`src/rtl/isod_pkg.sv`:
```
`timescale 1ns / 1ps
// ----------------------------------------------------------------------------
// isod_pkg
// Shared types, constants and helper functions of the ISODATA binarizer.
// ----------------------------------------------------------------------------
package isod_pkg;

    localparam int PIXEL_BITS   = 16;
    localparam int IMAGE_DEPTH  = 65536;
    localparam int ADDR_BITS    = 16;
    localparam int COUNT_BITS   = 17;
    localparam int MAX_CHANNELS = 4;
    localparam int CH_BITS      = 2;
    localparam int NCH_BITS     = 3;
    localparam int SUM_BITS     = 32;
    localparam int ITER_BITS    = 8;
    localparam int DIVISOR_BITS = COUNT_BITS + 1;

    localparam logic REG_CHANNEL_COUNT   = 1'b0;
    localparam logic REG_ITERATION_LIMIT = 1'b1;

    localparam logic KIND_LOAD = 1'b0;
    localparam logic KIND_READ = 1'b1;

    localparam logic RES_REPORT = 1'b0;
    localparam logic RES_PIXEL  = 1'b1;

    localparam logic CLS_BACK = 1'b0;
    localparam logic CLS_OBJ  = 1'b1;

    typedef struct packed {
        logic                  kind;
        logic [PIXEL_BITS-1:0] pixel_value;
        logic                  last_pixel;
        logic [ADDR_BITS-1:0]  read_index;
    } t_in_item;

    typedef struct packed {
        logic                  result_kind;
        logic [PIXEL_BITS-1:0] threshold_ch0;
        logic [PIXEL_BITS-1:0] threshold_ch1;
        logic [PIXEL_BITS-1:0] threshold_ch2;
        logic [PIXEL_BITS-1:0] threshold_ch3;
        logic [ITER_BITS-1:0]  passes_used;
        logic                  converged;
        logic                  object_bit;
        logic                  index_valid;
    } t_out_item;

    typedef struct packed {
        logic                 load;
        logic                 rd;
        logic                 clear_img;
        logic                 init_thr;
        logic                 scan_start;
        logic                 div_start;
        logic                 div_cls;
        logic [CH_BITS-1:0]   ch;
        logic                 thr_write;
        logic                 report;
        logic                 conv;
        logic [ITER_BITS-1:0] passes;
    } t_dp_cmd;

    typedef struct packed {
        logic scan_done;
        logic div_done;
        logic changed;
    } t_dp_stat;

    // Register value 0 acts as one channel, anything above the maximum saturates.
    function automatic logic [NCH_BITS-1:0] eff_channels(input logic [NCH_BITS-1:0] cfg);
        logic [NCH_BITS-1:0] n;
        n = cfg;
        if (cfg == '0) begin
            n = NCH_BITS'(1);
        end else if (cfg > NCH_BITS'(MAX_CHANNELS)) begin
            n = NCH_BITS'(MAX_CHANNELS);
        end
        return n;
    endfunction

    // Residue mod 3 by folding base-4 digits, since 4 is 1 mod 3.
    function automatic logic [CH_BITS-1:0] mod3(input logic [ADDR_BITS-1:0] v);
        logic [4:0] s;
        logic [3:0] s2;
        logic [2:0] s3;
        s = '0;
        for (int k = 0; k < ADDR_BITS / 2; k++) begin
            s = s + 5'(v[2*k +: 2]);
        end
        s2 = 4'(s[4:2]) + 4'(s[1:0]);
        s3 = 3'(s2[3:2]) + 3'(s2[1:0]);
        if (s3 >= 3'd3) begin
            s3 = s3 - 3'd3;
        end
        return s3[1:0];
    endfunction

    function automatic logic [CH_BITS-1:0] chan_of(input logic [ADDR_BITS-1:0] v,
                                                  input logic [NCH_BITS-1:0] nch);
        logic [CH_BITS-1:0] c;
        case (nch)
            3'd2:    c = {1'b0, v[0]};
            3'd3:    c = mod3(v);
            3'd4:    c = v[1:0];
            default: c = '0;
        endcase
        return c;
    endfunction

endpackage

```
`src/rtl/isod_ctrl.sv`:
```
`timescale 1ns / 1ps
`default_nettype none
// ----------------------------------------------------------------------------
// isod_ctrl
// Controller: sequences loads, reads and the ISODATA refinement passes.
// ----------------------------------------------------------------------------
module isod_ctrl (
    input  wire logic                               i_clk,
    input  wire logic                               i_rst_n,
    input  wire logic                               i_start,
    input  wire isod_pkg::t_in_item                 i_item,
    input  wire logic [isod_pkg::NCH_BITS-1:0]      i_nch,
    input  wire logic [isod_pkg::ITER_BITS-1:0]     i_limit,
    input  wire isod_pkg::t_dp_stat                 i_stat,
    output isod_pkg::t_dp_cmd                       o_cmd,
    output logic                                    o_busy
);
    localparam logic [3:0] ST_IDLE   = 4'd0;
    localparam logic [3:0] ST_INIT   = 4'd1;
    localparam logic [3:0] ST_PSTART = 4'd2;
    localparam logic [3:0] ST_SCAN   = 4'd3;
    localparam logic [3:0] ST_DSTART = 4'd4;
    localparam logic [3:0] ST_DWAIT  = 4'd5;
    localparam logic [3:0] ST_TWRITE = 4'd6;
    localparam logic [3:0] ST_PEND   = 4'd7;
    localparam logic [3:0] ST_REPORT = 4'd8;

    localparam int IB = isod_pkg::ITER_BITS;

    logic [3:0]                  r_state, n_state;
    logic                        r_image_done, n_image_done;
    logic [IB-1:0]               r_passes, n_passes;
    logic                        r_conv, n_conv;
    logic [isod_pkg::CH_BITS-1:0] r_ch, n_ch;
    logic                        r_cls, n_cls;
    logic [IB:0]                 pass_next;
    logic [IB:0]                 limit_eff;
    logic                        accept;

    assign accept    = i_start && (r_state == ST_IDLE);
    assign pass_next = {1'b0, r_passes} + 1'b1;
    assign limit_eff = (i_limit == '0) ? (IB+1)'(1) : {1'b0, i_limit};

    always_comb begin
        n_state      = r_state;
        n_image_done = r_image_done;
        n_passes     = r_passes;
        n_conv       = r_conv;
        n_ch         = r_ch;
        n_cls        = r_cls;
        o_cmd        = '0;
        o_cmd.ch     = r_ch;
        o_cmd.div_cls = r_cls;
        o_cmd.conv   = r_conv;
        o_cmd.passes = r_passes;
        case (r_state)
            ST_IDLE: begin
                if (accept) begin
                    if (i_item.kind == isod_pkg::KIND_READ) begin
                        o_cmd.rd = 1'b1;
                    end else begin
                        o_cmd.load      = 1'b1;
                        o_cmd.clear_img = r_image_done;
                        n_image_done    = 1'b0;
                        if (i_item.last_pixel) begin
                            n_state = ST_INIT;
                        end
                    end
                end
            end
            ST_INIT: begin
                o_cmd.init_thr = 1'b1;
                n_passes       = '0;
                n_conv         = 1'b0;
                n_state        = ST_PSTART;
            end
            ST_PSTART: begin
                o_cmd.scan_start = 1'b1;
                n_state          = ST_SCAN;
            end
            ST_SCAN: begin
                if (i_stat.scan_done) begin
                    n_ch    = '0;
                    n_cls   = isod_pkg::CLS_BACK;
                    n_state = ST_DSTART;
                end
            end
            ST_DSTART: begin
                o_cmd.div_start = 1'b1;
                n_state         = ST_DWAIT;
            end
            ST_DWAIT: begin
                if (i_stat.div_done) begin
                    if (r_cls == isod_pkg::CLS_OBJ) begin
                        n_state = ST_TWRITE;
                    end else begin
                        n_cls   = isod_pkg::CLS_OBJ;
                        n_state = ST_DSTART;
                    end
                end
            end
            ST_TWRITE: begin
                o_cmd.thr_write = 1'b1;
                if (isod_pkg::NCH_BITS'(r_ch) + 3'd1 >= i_nch) begin
                    n_state = ST_PEND;
                end else begin
                    n_ch    = r_ch + 1'b1;
                    n_cls   = isod_pkg::CLS_BACK;
                    n_state = ST_DSTART;
                end
            end
            ST_PEND: begin
                n_passes = pass_next[IB-1:0];
                if (!i_stat.changed) begin
                    n_conv  = 1'b1;
                    n_state = ST_REPORT;
                end else if (pass_next >= limit_eff) begin
                    n_state = ST_REPORT;
                end else begin
                    n_state = ST_PSTART;
                end
            end
            ST_REPORT: begin
                o_cmd.report = 1'b1;
                n_image_done = 1'b1;
                n_state      = ST_IDLE;
            end
            default: begin
                n_state = ST_IDLE;
            end
        endcase
    end

    always_ff @(posedge i_clk) begin
        if (!i_rst_n) begin
            r_state      <= ST_IDLE;
            r_image_done <= 1'b0;
            r_passes     <= '0;
            r_conv       <= 1'b0;
            r_ch         <= '0;
            r_cls        <= 1'b0;
        end else begin
            r_state      <= n_state;
            r_image_done <= n_image_done;
            r_passes     <= n_passes;
            r_conv       <= n_conv;
            r_ch         <= n_ch;
            r_cls        <= n_cls;
        end
    end

    assign o_busy = r_state != ST_IDLE;
endmodule
`default_nettype wire

```
`config.mk`:
```
export PLATFORM = sky130hd
export DESIGN_NAME = isod_ctrl
export DESIGN_NICKNAME = d
export VERILOG_FILES = /design/src/rtl/isod_pkg.sv /design/src/rtl/isod_ctrl.sv
export SDC_FILE = /design/constraint.sdc
export NUM_CORES = 1
export LEC_CHECK = 0
export BUFFER_PORTS_ARGS = -buffer_cell sky130_fd_sc_hd__buf_2
export CAP_MARGIN = 20
export CELL_PAD_IN_SITES_DETAIL_PLACEMENT = 1
export CELL_PAD_IN_SITES_GLOBAL_PLACEMENT = 1
export CORE_UTILIZATION = 31
export CTS_CLUSTER_DIAMETER = 50
export DETAILED_ROUTE_END_ITERATION = 8
export PLACE_DENSITY_LB_ADDON = 0.15
export SKIP_CTS_REPAIR_TIMING = 1
export SLEW_MARGIN = 0
export SYNTH_ARGS = -nofsm -noshare
export SYNTH_HDL_FRONTEND = slang
export SYNTH_SLANG_ARGS = --single-unit
```
`constraint.sdc`:
```
create_clock -name i_clk -period 2.3 [get_ports i_clk]
set_input_delay 0.575 -clock i_clk [delete_from_list [all_inputs] [get_ports i_clk]]
set_output_delay 0.575 -clock i_clk [all_outputs]
set_load 0.02 [all_outputs]
```
==> results by group <==
Logic synthesis
  • Largest cells by area after synthesis: dfxtp_1, ha_1, nor2_1
  • Ys flop type: dfxtp_1
  • Mux share of post-synthesis cell area: 0.7477%
  • Post-Syn Nets: 234
  • Post-synthesis simple-gate area fraction: 27.94%
  • Mapped Cells: 170
  • Cell taking the most area after synthesis: dfxtp_1
  • Synth async-reset ratio: 0%
  • Compound-Gate Fraction of Synth Area: 20.84%
  • Yosys warning total: 0
  • Post-Syn Area per Cell: 7.875 um^2
  • Cell variety after synth: 50
  • Seq cells post-synth: 17
  • Synth Area in XOR/XNOR: 3.925%
  • Post-Synth Adder-Cell Area: 12.15%
  • Seq/Total Area, Yosys: 25.42%
  • Synth top area share: 25.42%
  • Synthesized area: 1339 um^2
  • Largest family of logic cells by synthesized area: simple AND/OR/NAND/NOR gates
  • Number of synthesized flops with an enable pin: 0

Clock network
  • Worst-Skew Late Latency: 260 ps
  • Root Buffer Master: clkbuf_8
  • CTS tree: done
  • Reg clk slew, reported paths: 70 ps
  • CTS H-tree lvls: 1
  • Total CTS buffers: 3
  • CTS Sinks: 17
  • Clk buf depth: 2

Critical path
  • CP arrival: 2360 ps
  • R2R cell count: 9
  • Critical-path top delay cell: dfxtp_4
  • Reg-to-reg startpoint: r_passes[1]
  • R2r setup slk: 90 ps
  • Critical path, cell by cell: and3_4 -> nand3_4 -> xnor2_1 -> ha_1 -> a211oi_2 -> nor2_1 -> nor4b_2 -> o21ai_1 -> nor2b_1
  • Worst endpoint required time: 2450 ps
  • Critical Path Sink Type: flip-flop
  • RR Endpoint: r_state[3]
  • Worst path max stage delay: 380 ps
  • Worst Setup Path Type: flip-flop to flip-flop
  • Crit path launch type: flip-flop
  • Crit path to: r_state[3]
  • Crit path launch: r_passes[1]
  • Worst-path fanout max: 5

Pwr
  • Clk network pwr share: 38.6%
  • Net Sw Power: 0.1544 mW
  • LEAKAGE: 0.8286 nW
  • Flop pwr share: 48.9%
  • Power per Cell Area: 345.8 nW/um^2
  • Combinational share of power: 12.5%
  • Power Internal: 0.4444 mW
  • Worst IR drop on VDD: 0.0002902 V
  • Sw Share: 25.78%

Place
  • Placed cells: 261
  • Dpl hpwl: 3102 um
  • IO buf count: 39
  • Routability Congestion: 0.7893
  • Setup WS pre-CTS: -164.5 ps

Route
  • Post-route DRC: 0
  • WL final: 3915 um
  • Via density: 5.200
  • Drt initial violations: 43
  • Drt first pass iters: 4
  • WL/cell: 14.77 um
  • Detailed-route via count: 1378
  • Antenna viol nets, final: 0

STA
  • Final hold slack: 497.0 ps
  • RSZ-0062 raised after global routing: true
  • Final setup skew: 4.685 ps
  • Slew Viols, Final: 0
  • Highest clock rate: 0.4533 GHz
  • Worst Tran Pin Value: 416.3 ps
  • Worst slew margin: 71.99%
  • Final period util: 95.91%
  • Post-route setup TNS: 0 ps
  • Final setup vio count: 0
  • Final min period: 2206 ps
  • Worst setup margin: 94.11 ps
  • Final hold violations: 0

Floorplan
  • Die X: 67.72 um
  • Full die area: 4585 um^2
  • Core area: 4086 um^2
  • Die Height: 67.72 um
  • Row count: 23
  • Top Ports: 72
  • Starting Density: 32.76%

Worst hold path
  • Hold Path Class: flip-flop to flip-flop

Global route
  • First-pass GRT wire length: 6078 um
  • Initial antenna violation count: 0
  • Overflow after GRT: 0
  • Largest net degree at the start of global routing: 15
  • GR Util All Layers: 17.69%
  • Vias in the first global route: 1309

Layout
  • Layout fillers: 533
  • Post-Route Utilization: 42.38%
  • Commonest non-fill, non-tap cell in the layout: buf_2
  • Share of layout cells above drive strength 1: 34.42%
  • Nets: 280
  • Most frequent cells in the layout: buf_2, nor2_1, dfxtp_1
  • Area Growth Syn to Fin: 29.35%
  • Antenna Cells: 0
  • Non-filler instance count after layout: 265

Flow run
  • Max Cap Violations: 0

Status
  • Run status: complete, no violations
## how the worst min path moves through the flow
stage | startpoint | to | cells past startpoint
6_report | r_conv | r_conv | 2
3_5_place_dp | r_conv | r_conv | 2
4_1_cts | r_conv | r_conv | 2
5_1_grt | r_cls | r_cls | 1
3_3_place_gp | r_conv | r_conv | 2
2_1_floorplan | r_conv | r_conv | 2
## cell usage after synthesis (2+ instances only)
| master | instances |
|---|---|
| xnor2_1 | 4 |
| nor4_1 | 3 |
| nand2_1 | 13 |
| o21ai_0 | 8 |
| a21oi_1 | 10 |
| and3_1 | 3 |
| inv_1 | 13 |
| o21ai_1 | 2 |
| nand3_1 | 5 |
| xor2_1 | 2 |
| o21a_1 | 3 |
| ha_1 | 13 |
| nor4b_1 | 2 |
| o31a_1 | 3 |
| nor2b_1 | 4 |
| buf_6 | 2 |
| nand3b_1 | 2 |
| dfxtp_1 | 17 |
| buf_4 | 3 |
| nor3_1 | 10 |
| o211ai_1 | 2 |
| o22ai_1 | 2 |
| a21boi_1 | 2 |
| nor2_1 | 14 |
| buf_2 | 3 |
## per-layer routing
metal	up-vias	track usage, %	share of wire, %
li1	695	-	-
met1	655	22.72	46
met2	25	30.20	49
met3	3	4.223	3.8
met4	0	2.394	0.38
met5	-	0	0
## state kept, by name (all words and copies together), names as in the netlist
name	cells
r_cls	1
r_state	4
r_passes	8
r_conv	1
r_image_done	1
r_ch	2
## logic make-up after synthesis
kind of cell	Yosys count
compound gates	42
xor+xnor	6
fa+ha+maj	13
buf+inv	24
flops	17
mux	1
simple gates	67
## per-stage QoR
step,power (mW),area [um^2]
2_1_floorplan,0.3413,1340
3_3_place_gp,0.3713,1617
4_1_cts,0.6109,1663
5_1_grt,0.6255,1732
6_report,0.5988,1732
3_5_place_dp,0.3751,1617
## cell type report
type / count / area [um^2] / share of cell area, %
multi-input combinational: 129 / 939.7 / 54.26
sequential: 17 / 349.1 / 20.16
timing repair buffer: 50 / 277.8 / 16.04
tap: 50 / 62.56 / 3.613
inverter: 15 / 56.30 / 3.251
clock buffer: 3 / 41.29 / 2.384
clock inverter: 1 / 5.005 / 0.2890
## power groups by stage
stage	logic, mW	registers (mW)	clock network (mW)
5_1_grt	0.0845	0.293	0.248
6_report	0.0746	0.293	0.231
2_1_floorplan	0.0391	0.302	0
4_1_cts	0.0735	0.295	0.242
3_3_place_gp	0.0694	0.302	0
3_5_place_dp	0.0732	0.302	0
## worst max-delay path, delay by kind of cell (launching register included)
kind            cells  cell delay [ps]
simple gates        5              870
flops               1              380
fa+ha+maj           1              310
xor+xnor            1              160
compound gates      2              380
Power figures use the tool's default switching activity.
